==> src/hw/rtl/fta_pkg.sv <==
// ----------------------------------------------------------------------------
// fta_pkg
// Shared types and constants for the fixed-timestep accumulator.
// ----------------------------------------------------------------------------
`timescale 1ns / 1ps
`default_nettype none

package fta_pkg;

    // Field widths
    localparam int TIME_W    = 32;
    localparam int SPEED_W   = 24;
    localparam int SUB_W     = 8;
    localparam int ACC_W     = 40;
    localparam int ELAPSED_W = 32;
    localparam int MUL_W     = TIME_W + SPEED_W;

    // Register port
    localparam int CFG_AW = 4;
    localparam int CFG_DW = 32;

    // Register reset values
    localparam logic [TIME_W-1:0]  STEP_RST   = 32'd1092;
    localparam logic [SPEED_W-1:0] SPEED_RST  = 24'd65536;
    localparam logic [SUB_W-1:0]   MAX_RST    = 8'd8;
    localparam logic [TIME_W-1:0]  THRESH_RST = 32'd16384;

    typedef enum logic [2:0] {
        MODE_UPDATE  = 3'd0,
        MODE_ENTER   = 3'd1,
        MODE_LEAVE   = 3'd2,
        MODE_START   = 3'd3,
        MODE_PAUSE   = 3'd4,
        MODE_RESET   = 3'd5,
        MODE_RESEED  = 3'd6,
        MODE_DYNAMIC = 3'd7
    } t_mode;

    typedef enum logic [1:0] {
        ST_PAUSED  = 2'd0,
        ST_RUNNING = 2'd1,
        ST_BEHIND  = 2'd2,
        ST_FAULT   = 2'd3
    } t_status;

    typedef enum logic [1:0] {
        REG_STEP   = 2'd0,
        REG_SPEED  = 2'd1,
        REG_MAX    = 2'd2,
        REG_THRESH = 2'd3
    } t_reg_idx;

    typedef enum logic [1:0] {
        ALU_ADD = 2'd0,
        ALU_SUB = 2'd1,
        ALU_MUL = 2'd2
    } t_alu_op;

    typedef enum logic [2:0] {
        S_IDLE,
        S_MREQ,
        S_MCAP,
        S_AVAIL,
        S_TAKE,
        S_ADD,
        S_LOOP,
        S_FIN
    } t_state;

    typedef struct packed {
        logic [TIME_W-1:0]  step_length;
        logic [SPEED_W-1:0] speed;
        logic [SUB_W-1:0]   max_substeps;
        logic [TIME_W-1:0]  suspend_threshold;
    } t_cfg;

    typedef struct packed {
        logic [2:0]        mode;
        logic [TIME_W-1:0] wall_duration;
        logic              dragging;
        logic              seed_valid;
        logic [SUB_W-1:0]  fail_at_step;
    } t_in_item;

    typedef struct packed {
        logic [SUB_W-1:0]     granted_steps;
        logic                 state_changed;
        logic                 behind;
        logic                 numeric_fault;
        logic [1:0]           status;
        logic                 command_ok;
        logic [ELAPSED_W-1:0] elapsed_steps;
    } t_out_item;

endpackage

`default_nettype wire

==> src/hw/rtl/fta_alu.sv <==
// ----------------------------------------------------------------------------
// fta_alu
// Shared arithmetic unit: 32x24 multiply, or add / subtract with carry out.
// ----------------------------------------------------------------------------
`timescale 1ns / 1ps
`default_nettype none

module fta_alu import fta_pkg::*; #(
    parameter int ALU_W = 40
) (
    input  wire t_alu_op          i_op,
    input  wire logic [ALU_W-1:0] i_a,
    input  wire logic [ALU_W-1:0] i_b,
    output logic      [MUL_W-1:0] o_res,
    output logic                  o_carry
);

    logic [ALU_W:0]   sum;
    logic [MUL_W-1:0] prod;

    assign prod = MUL_W'(i_a[TIME_W-1:0]) * MUL_W'(i_b[SPEED_W-1:0]);

    // carry is the borrow on subtract: set when a < b
    always_comb begin
        sum     = '0;
        o_res   = '0;
        o_carry = 1'b0;
        case (i_op)
            ALU_ADD: begin
                sum     = {1'b0, i_a} + {1'b0, i_b};
                o_res   = MUL_W'(sum[ALU_W-1:0]);
                o_carry = sum[ALU_W];
            end
            ALU_SUB: begin
                sum     = {1'b0, i_a} - {1'b0, i_b};
                o_res   = MUL_W'(sum[ALU_W-1:0]);
                o_carry = sum[ALU_W];
            end
            ALU_MUL: begin
                o_res = prod;
            end
            default: begin
                o_res = '0;
            end
        endcase
    end

endmodule

`default_nettype wire

==> config.mk <==
export PLATFORM = sky130hd
export DESIGN_NAME = fta_alu
export DESIGN_NICKNAME = d
export VERILOG_FILES = /design/src/hw/rtl/fta_pkg.sv /design/src/hw/rtl/fta_alu.sv
export SDC_FILE = /design/constraint.sdc
export NUM_CORES = 2
export LEC_CHECK = 0
export ABC_AREA = 1
export BUFFER_PORTS_ARGS = -buffer_cell sky130_fd_sc_hd__buf_2
export CORE_ASPECT_RATIO = 1.5
export CORE_UTILIZATION = 35
export DETAILED_ROUTE_END_ITERATION = 12
export GPL_TIMING_DRIVEN = 0
export PLACE_DENSITY = 0.55
export SLEW_MARGIN = 40
export SYNTH_ARGS = -nofsm -noshare
export SYNTH_HDL_FRONTEND = slang
export SYNTH_SLANG_ARGS = --single-unit
export TNS_END_PERCENT = 10
==> constraint.sdc <==
create_clock -name vclk -period 18.2
set_input_delay 3.64 -clock vclk [all_inputs]
set_output_delay 3.64 -clock vclk [all_outputs]
set_load 0.005 [all_outputs]
# Yosys cells after proc, flatten, opt, wreduce, memory -nomap -nowiden
# Cells that the tools add are included.
[classes]
n_addsub = 2
n_mux = 2
mul = 1
reduce_logical = 1
eq_ne = 2
[ops]
columns = ["cell", "count"]
rows = [
  ["$pmux 56 s3", 1],
  ["$mul 32x24->56", 1],
  ["$add 40x40->41", 1],
  ["$sub 40x40->41", 1],
  ["$eq 2x1->1 const B", 1],
  ["$eq 2x2->1 const B", 1],
  ["$logic_not 2->1", 1],
  ["$pmux 1 s2", 1],
]
[totals]
regBits = 0
input_bits = 82
out_inout_bits = 57
word_cells = 8

# Longest topological paths before layout
[logic_depth]
word_depth = 2
ltp_mapped = 30
mapped_depth_nobuf = 29

# Least setup slack after synthesis
# No wires, ideal clock.
[synth_path]
path_type = "input port to output port"
start = "input i_a[13]"
end = "output o_res[49]"
n_path_buf = 1
required_time_ps = 14560
cell_stages = 30
arrival_ps = 9102
slack_ps = 5458
cell_sequence = "clkbuf_1 nand2_1 fa_1 inv_1 fa_1 inv_1 fa_1 inv_1 fa_1 inv_1 fa_1 inv_1 fa_1 inv_1 fa_1 inv_1 ha_1 nand2_1 inv_1 a21oi_1 inv_1 nor2_1 nand2_1 nand2_1 nand2_1 nand2_1 nand2_1 nand2_1 inv_1 nor2_1"
[synth_between]
elab_chain_len = 2
[synth_rtl]
columns = ["element", "line_no", "rtl"]
rows = [
  ["start: declaration", "fta_alu.sv:12", "input wire logic [ALU_W-1:0] i_a,"],
  ["$mul 32x24->56", "fta_alu.sv:21", "assign prod = MUL_W'(i_a[TIME_W-1:0]) * MUL_W'(i_b[SPEED_W-1:0]);"],
  ["$pmux 56 s3", "fta_alu.sv:28", "case (i_op)"],
  ["end: declaration", "fta_alu.sv:14", "output logic [MUL_W-1:0] o_res,"],
]
# Every way passes these cells.

# Worst setup path after layout
[layout_path]
start = "input i_a[15]"
end = "output o_res[39]"
[layout_between]
elab_chain_len = 2
word_cells_on_any_way = 4
cone_classes = "2 x add/sub; 1 x mul; 1 x mux"
[layout_rtl]
columns = ["element", "line_no"]
rows = [
  ["$mul 32x24->56 (tied with other cells)", "fta_alu.sv:21"],
  ["$pmux 56 s3 *", "fta_alu.sv:28"],
]
# Mark *: on every way between the ends. The rest lies on a longest branch, timed or not.

==> metrics.txt <==
status=complete, no violations; syn nets=5977; Vias/cell=roughly 5.0; number of global-route vias before repair=33100; CP Data Required Time=14560 ps; Final Max Tran Viols=0; setup ws final=roughly 3000 ps; Ports=~140; Final Setup Violations=0; crit path launch=i_a[15]; drt first pass iters=6; RSZ-0062 raised after global routing=no; post-synthesis cell area=0.0328 mm^2; die height=about 380 um; Fin Setup TNS=0 ps; all-layer global routing usage=0.316; sequential fraction of the synthesis area=0; crit share post-route=0.840; cts hold-fix bufs=0; Cell Rows=137; largest net degree at the start of global routing=11; Die Span X=roughly 250 um; post-CTS setup buffer count=0; global-route wire length before repair=216 mm; Avg Inst Size Synth=6.59 um^2; Die ar.=around 0.095 mm^2; Initial Util=0.353; clock buf count=0; Final Routed Wirelength=approximately 150 mm; # DRC=0; P&R area growth vs syn=7.13%; WL/cell=23.4 um; post-cts sizing count=0; number of sequential cells=0; count of cell types in the netlist=37; Rel. slew slack=0.366; Seq. cell area=0 um^2; share of cells above drive strength 1=0.0485; post-route ant nets=0; Fmax=between 60 and 70 MHz; Final min period=15280 ps; Crit path arrival time=11640 ps; Final Hold Fails=0; initial DRC count=2322; Synth Instances=around 5000; Layout Nets=~6000; pre-CTS WS=3050 ps; Worst Hold Class=in -> out; WS Path Type=in -> out; Buffers on Ports=139; grt ovf=0; max cap viols=0; gpl congestion=1.00; post-layout util=0.378; Setup crit end kind=primary output; CP max FO=10; fillcell total=~10000; DR vias=31900; CORE AREA=0.0929 mm^2; worst slew pin tran=950 ps; Final HPWL DP=131 mm; area of the multi-input gates=0.0266 mm^2; crit path to=o_res[39]; Worst Setup Start Kind=input pin; Yosys warning total=0; initial antenna violation count=6
-- critical path, stage by stage --
cell      delay [ps]
buf_2            320
clkbuf_1         750
nand2_1          180
fa_1             570
inv_1             50
fa_1             490
inv_1             60
fa_1             490
fa_1             530
inv_1             60
fa_1             520
fa_1             510
inv_1             50
fa_1             480
inv_1             50
ha_1             380
a21oi_1          310
nand2_1          130
a21oi_1          470
nand3_1          520
nand2_1          220
nand2_1           60
nand2_1           60
nand3_1          350
nand3_1          240
buf_2            140
-- cells by family (layout without fill, tap and decap cells) --
group,after synthesis,after routing,synth area share
simple gates,2075,2075,0.252
compound gates,323,323,0.0530
fa+ha+maj,922,922,0.503
buf+inv,1645,1784,0.190
other cells,0,2,0
xor+xnor,8,8,0.00214
-- stage by stage --
step	hold slack [ps]	instances	cell area (um^2)
after floorplan	7360	4973	32800
after global placement	7570	6363	35100
after detailed placement	7570	6363	35100
after CTS	7580	6363	35100
after global routing	7590	6363	35100
final	7570	6365	35100
-- placed cells by master (no fill, tap or decap), types with 12 or more instances in the layout --
master    synthesis  routed
a21oi_1         168     168
buf_2            20     159
clkbuf_1        149      92
clkbuf_2          4      61
fa_1            660     660
ha_1            262     262
inv_1          1465    1465
nand2_1        1523    1523
nand3_1         212     212
nand4_1          20      20
nor2_1          265     264
nor3_1           14      14
o21ai_0         109     108
o21bai_1         12      12
-- Yosys cell counts, types with 5 or more instances --
master,count,area (um^2)
o21ai_0,109,546
nand4_1,20,125
o211ai_1,6,45.0
a21oi_1,168,841
nand2_1,1523,5720
nand3b_1,11,82.6
inv_1,1465,5500
o21a_1,5,37.5
nor2_2,9,56.3
o221ai_1,5,43.8
nor4_1,6,37.5
nor3_1,14,70.1
nor2_1,265,995
clkbuf_1,149,559
a31oi_1,5,31.3
ha_1,262,3280
fa_1,660,13200
nand3_1,212,1060
o21bai_1,12,90.1
a21boi_0,8,60.1
xnor2_1,5,43.8
buf_2,20,100
-- layout make-up --
class                      instances  area share
antenna                            2    0.000142
buffer                           179      0.0229
inverter                        1466       0.157
multi-input combinational       3328       0.756
tap                             1251      0.0446
timing repair buffer             139      0.0198
-- metal layers --
| metal | GRT usage | vias up | wire, um |
|---|---|---|---|
| li1 | - | 14500 | - |
| met1 | 0.334 | 15700 | 51400 |
| met2 | 0.563 | 1246 | 73700 |
| met3 | 0.0357 | 448 | 8300 |
| met4 | 0.258 | 4 | 15200 |
| met5 | 0 | - | 36 |
-- how the worst min path moves through the flow --
stage / start / to / slack [ps] / depth (start not counted)
floorplan: i_op[1] / o_res[0] / 7360 / 1
global placement: i_op[1] / o_res[0] / 7570 / 3
detailed placement: i_op[1] / o_res[0] / 7570 / 3
CTS: i_op[1] / o_res[0] / 7580 / 3
global route: i_op[1] / o_res[0] / 7590 / 3
finish: i_op[1] / o_res[0] / 7570 / 3
Power is not shown: default switching activity piles up to over one toggle a cycle in this logic, so the estimate is an artifact.
