--- src/hw/rtl/fta_pkg.sv ---
// ----------------------------------------------------------------------------
// fta_pkg
// Shared types and constants for the fixed-timestep accumulator.
// ----------------------------------------------------------------------------
`timescale 1ns / 1ps
`default_nettype none

package fta_pkg;

    // Field widths
    localparam int TIME_W    = 32;
    localparam int SPEED_W   = 24;
    localparam int SUB_W     = 8;
    localparam int ACC_W     = 40;
    localparam int ELAPSED_W = 32;
    localparam int MUL_W     = TIME_W + SPEED_W;

    // Register port
    localparam int CFG_AW = 4;
    localparam int CFG_DW = 32;

    // Register reset values
    localparam logic [TIME_W-1:0]  STEP_RST   = 32'd1092;
    localparam logic [SPEED_W-1:0] SPEED_RST  = 24'd65536;
    localparam logic [SUB_W-1:0]   MAX_RST    = 8'd8;
    localparam logic [TIME_W-1:0]  THRESH_RST = 32'd16384;

    typedef enum logic [2:0] {
        MODE_UPDATE  = 3'd0,
        MODE_ENTER   = 3'd1,
        MODE_LEAVE   = 3'd2,
        MODE_START   = 3'd3,
        MODE_PAUSE   = 3'd4,
        MODE_RESET   = 3'd5,
        MODE_RESEED  = 3'd6,
        MODE_DYNAMIC = 3'd7
    } t_mode;

    typedef enum logic [1:0] {
        ST_PAUSED  = 2'd0,
        ST_RUNNING = 2'd1,
        ST_BEHIND  = 2'd2,
        ST_FAULT   = 2'd3
    } t_status;

    typedef enum logic [1:0] {
        REG_STEP   = 2'd0,
        REG_SPEED  = 2'd1,
        REG_MAX    = 2'd2,
        REG_THRESH = 2'd3
    } t_reg_idx;

    typedef enum logic [1:0] {
        ALU_ADD = 2'd0,
        ALU_SUB = 2'd1,
        ALU_MUL = 2'd2
    } t_alu_op;

    typedef enum logic [2:0] {
        S_IDLE,
        S_MREQ,
        S_MCAP,
        S_AVAIL,
        S_TAKE,
        S_ADD,
        S_LOOP,
        S_FIN
    } t_state;

    typedef struct packed {
        logic [TIME_W-1:0]  step_length;
        logic [SPEED_W-1:0] speed;
        logic [SUB_W-1:0]   max_substeps;
        logic [TIME_W-1:0]  suspend_threshold;
    } t_cfg;

    typedef struct packed {
        logic [2:0]        mode;
        logic [TIME_W-1:0] wall_duration;
        logic              dragging;
        logic              seed_valid;
        logic [SUB_W-1:0]  fail_at_step;
    } t_in_item;

    typedef struct packed {
        logic [SUB_W-1:0]     granted_steps;
        logic                 state_changed;
        logic                 behind;
        logic                 numeric_fault;
        logic [1:0]           status;
        logic                 command_ok;
        logic [ELAPSED_W-1:0] elapsed_steps;
    } t_out_item;

endpackage

`default_nettype wire

--- src/hw/rtl/fta_regs.sv ---
// ----------------------------------------------------------------------------
// fta_regs
// APB register bank: step length, speed, substep limit, suspend threshold.
// ----------------------------------------------------------------------------
`timescale 1ns / 1ps
`default_nettype none

module fta_regs import fta_pkg::*; (
    input  wire logic              i_clk,
    input  wire logic              i_rst_n,
    input  wire logic              psel,
    input  wire logic              penable,
    input  wire logic              pwrite,
    input  wire logic [CFG_AW-1:0] paddr,
    input  wire logic [CFG_DW-1:0] pwdata,
    output logic      [CFG_DW-1:0] prdata,
    output logic                   pready,
    output t_cfg                   o_cfg
);

    t_cfg     r_cfg;
    t_reg_idx idx;
    logic     wr_en;

    assign idx    = t_reg_idx'(paddr[CFG_AW-1:2]);
    assign wr_en  = psel && penable && pwrite;
    assign pready = 1'b1;
    assign o_cfg  = r_cfg;

    // register writes on the access beat
    always_ff @(posedge i_clk) begin
        if (!i_rst_n) begin
            r_cfg.step_length       <= STEP_RST;
            r_cfg.speed             <= SPEED_RST;
            r_cfg.max_substeps      <= MAX_RST;
            r_cfg.suspend_threshold <= THRESH_RST;
        end else if (wr_en) begin
            unique case (idx)
                REG_STEP:   r_cfg.step_length       <= pwdata[TIME_W-1:0];
                REG_SPEED:  r_cfg.speed             <= pwdata[SPEED_W-1:0];
                REG_MAX:    r_cfg.max_substeps      <= pwdata[SUB_W-1:0];
                REG_THRESH: r_cfg.suspend_threshold <= pwdata[TIME_W-1:0];
            endcase
        end
    end

    // read mux
    always_comb begin
        unique case (idx)
            REG_STEP:   prdata = CFG_DW'(r_cfg.step_length);
            REG_SPEED:  prdata = CFG_DW'(r_cfg.speed);
            REG_MAX:    prdata = CFG_DW'(r_cfg.max_substeps);
            REG_THRESH: prdata = CFG_DW'(r_cfg.suspend_threshold);
        endcase
    end

endmodule

`default_nettype wire

--- config.mk ---
export PLATFORM = sky130hd
export DESIGN_NAME = fta_regs
export DESIGN_NICKNAME = d
export VERILOG_FILES = /design/src/hw/rtl/fta_pkg.sv /design/src/hw/rtl/fta_regs.sv
export SDC_FILE = /design/constraint.sdc
export NUM_CORES = 1
export LEC_CHECK = 0
export BUFFER_PORTS_ARGS = -buffer_cell sky130_fd_sc_hd__buf_2
export CORE_MARGIN = 2
export CORE_UTILIZATION = 45
export DETAILED_ROUTE_END_ITERATION = 8
export GPL_TIMING_DRIVEN = 1
export PLACE_DENSITY = 0.73
export SETUP_SLACK_MARGIN = 0.15
export SYNTH_ARGS = -nofsm -noshare
export SYNTH_HDL_FRONTEND = slang
export SYNTH_SLANG_ARGS = --single-unit
--- constraint.sdc ---
create_clock -name i_clk -period 3.2 [get_ports i_clk]
set_clock_uncertainty 0.15 [all_clocks]
set_input_delay 0.16 -clock i_clk [delete_from_list [all_inputs] [get_ports i_clk]]
set_output_delay 0.16 -clock i_clk [all_outputs]
set_load 0.02 [all_outputs]
-- After elaboration in Yosys (flattened, before gate mapping)
Cells that the tools add are included.
- output and inout bits: 129
- logic and storage cells: 15
- register bits: 96
- muxes and demuxes: 1
- reduce and logical (&&, ||, !) cells: 7
- equality and inequality tests: 3
- operators by type and width (operator ; count):
    32-bit one-hot mux with 4 select lines ; 1
    2-bit AND reduction ; 4
    2-bit == test, second input constant ; 2
    2-bit by 1-bit == test with 1-bit output, second input constant ; 1
    1-bit logical AND ; 2
    2-bit logical NOT ; 1

-- Longest topological paths before layout
- depth in word-level cells: 3
- mapped depth: 6

-- Least setup slack after synthesis
Ideal clock, no wire load.
- path type: in2out
- start point: input port paddr[2]
- end point: output port prdata[16]
- cell stages on the path: 5
- arrival: 1.205 ns
- path slack: 1.685 ns
- buffers on the path: 3
- cell sequence: buf_6 buf_6 buf_4 mux2i_1 o21ai_0
- word-level cells in the longest chain between the ends: 2
- RTL lines (what ; RTL line ; source):
    from (decl) ; fta_regs.sv:14 ; input wire logic [CFG_AW-1:0] paddr,
    2-bit == test (tied with other cells) ; fta_regs.sv:49 ; unique case (idx)
    32-bit one-hot mux with 4 select lines (*) ; fta_regs.sv:49 ;
    to (decl) ; fta_regs.sv:16 ; output logic [CFG_DW-1:0] prdata,
Mark *: on every way between the ends. The rest lies on a longest branch, timed or not.

-- Worst setup path after layout
- start point: input port paddr[3]
- end point: output port prdata[27]
Same word-level chain as after synthesis.

==> impl_metrics.tcl <==
set metrics [dict create \
    critPathRequiredTime_ps 2890 \
    dieWidth_um 102 \
    power-per-cell-area_nw_per_um2 391 \
    grt_antenna_before_repair 0 \
    io_pins 170 \
    regArea_um2 1920 \
    gp_congestion 0.725 \
    grt_max_degree 67 \
    criticalPathCategory "in -> out" \
    fmax_mhz 423 \
    yosysSeqAreaShare 0.443 \
    syn_area_um2 4340 \
    async_flop_share 0 \
    grt_pass1_vias 3597 \
    yosysUniqueCellTypes 27 \
    clkSinkCount 96 \
    fillers 770 \
    rsz0062_at_grt "no" \
    leakage_nw 2.55 \
    largest_reg_flops 96 \
    die_h_um 102 \
    htreeDepth 3 \
    grt_pass1_wl_um 17300 \
    initial_core_util 0.467 \
    reg2reg_slack_ps 2350 \
    setup-tns-final_ps 0 \
    postSynthCellCount 434 \
    core_um2 9280 \
    synth_flop_cell "dfxtp_1" \
    clkTransAtPathRegs_ps 90 \
    ys_warn_count 0 \
    hold_viol 0 \
    drtAntennaViolNets 0 \
    layout_setup_ws_ps 838 \
    p_total_mw 2.23 \
    cts-buffers-inserted 9 \
    syn2layout_area_growth_pct 31.3 \
    nets 658 \
    synth_edf_count 0 \
    viasPerCell 4.96 \
    postPlaceCellArea_um2 5180 \
    dieArea_um2 10400 \
    drive_above_1_share 0.323 \
    tightest_slew_ps 757 \
    rows 35 \
    end_kind "output pin" \
    status "completed" \
    maxSlewHeadroom 0.495 \
    pre_cts_ws_ps 868 \
    clk_latency_ps 340 \
    period_share 0.738 \
    critical_path.max_fanout 33 \
    wl_per_cell_um 14.9 \
    hp-class "in -> reg" \
    port-buffer-count 166 \
    cts.path.max_buffers 2 \
    slew_viol_final 0 \
    dr.pass1.iters 7 \
    globalRouteTotalUtil 0.209 \
    drv_cap 0 \
    overflow 0 \
    cts_tree "built" \
    ir_worst_vdd_v 0.000201 \
    wirelength_um 11200 \
    dpl.hpwl_um 7470 \
    setup_violations 0 \
    drt-initial-drc-count 77 \
    synth_fp_nets 475 \
    post_cts_buffers 0 \
    multiInputGateArea_um2 2150 \
    fin_crit_ps 2360 \
    post-route-util 0.613 \
    stdcell_area_um2 5690 \
    ys_seq_elements 96 \
    critPathLaunch "paddr[3]" \
    syn_avg_cell_area_um2 9.99 \
    vias 3726 \
    diodes 0 \
    cts_root_buffer "clkbuf_8" \
    rr_startpoint "o_cfg[14]" \
    critPathLaunchType "input pin" \
    drcViolationCount 0 \
    hp-start "penable" \
    cp.arrival_ps 2050 \
]
==> layout make-up <==
class,instances,area share
repair buffers,207,0.219
clock inverters,3,0.00440
well taps,129,0.0284
multi-input cells,299,0.378
inverters,4,0.00264
flip-flops and latches,96,0.338
clock buffers,13,0.0297
==> synthesized netlist by cell type, types with 2 or more instances <==
library cell / count / area, µm²
mux2i_1: 108 / 1080
clkbuf_1: 11 / 41.3
o211ai_2: 3 / 37.5
a22o_1: 8 / 70.1
o21ai_0: 15 / 75.1
nand2_1: 138 / 518
buf_4: 6 / 45.0
buf_6: 9 / 101
nor3b_2: 2 / 25.0
buf_2: 6 / 30.0
buf_8: 2 / 30.0
mux4_1: 6 / 158
dfxtp_1: 96 / 1920
nor2b_1: 4 / 25.0
o21ai_1: 2 / 10.0
mux4_2: 2 / 45.0
or4b_1: 3 / 30.0
inv_1: 4 / 15.0
==> power breakdown <==
| group | internal, mW | switching [mW] |
|---|---|---|
| Clock | 0.350 | 0.411 |
| Sequential | 1.21 | 0.0123 |
| Combinational | 0.102 | 0.143 |
| Total | 1.66 | 0.566 |
==> final timing paths <==
kind	depth (start not counted)	end
min	3	o_cfg[14]
max reg2reg	2	o_cfg[14]
min reg2reg	2	o_cfg[85]
max	5	prdata[27]
==> logic make-up after synthesis <==
logic type | after synthesis | share of synthesized area
AO/OA/AOI/OAI | 29 | 0.0465
buffers and inverters | 39 | 0.0615
flip-flops | 96 | 0.443
multiplexers | 116 | 0.296
other | 1 | 0.000865
AND/OR/NAND/NOR | 153 | 0.152
==> cells in the final DEF, fill, tap and decap left out, types with 2 or more instances in the layout <==
cell	synthesis	final
buf_2	6	165
buf_12	0	2
o21ai_1	2	2
dlygate4sd3_1	0	32
o211ai_2	3	3
buf_4	6	8
dfxtp_1	96	96
inv_1	4	4
clkinv_4	0	2
clkbuf_8	0	12
mux4_1	6	6
o21ai_0	15	15
or4b_1	3	3
nor2b_1	4	4
a22o_1	8	8
mux4_2	2	2
nand2_1	138	138
mux2i_1	108	108
==> metrics by stage <==
| stage | hold slack (ps) | cells |
|---|---|---|
| CTS | 102 | 751 |
| global placement | 284 | 703 |
| global route | 113 | 751 |
| floorplan | 175 | 434 |
| detailed placement | 292 | 703 |
| finish | 115 | 751 |
==> repair_timing <==
| action | 4_1_cts | 5_1_grt |
|---|---|---|
| setup endpoints to repair | 0 | 0 |
| hold endpoints to repair | 91 | 0 |
| resized for setup | 0 | 0 |
| hold buffers | 32 | 0 |
==> critical path, stage by stage <==
cell	delay (ps)
buf_2	580
and2_1	670
buf_4	290
a22o_1	170
buf_2	170
==> layer usage <==
metal	share of wire	GRT usage
met1	0.44	0.253
met2	0.49	0.373
met3	0.048	0.0369
met4	0.017	0.0759
met5	0	0
No activity file was read; power rests on OpenSTA's default activity.
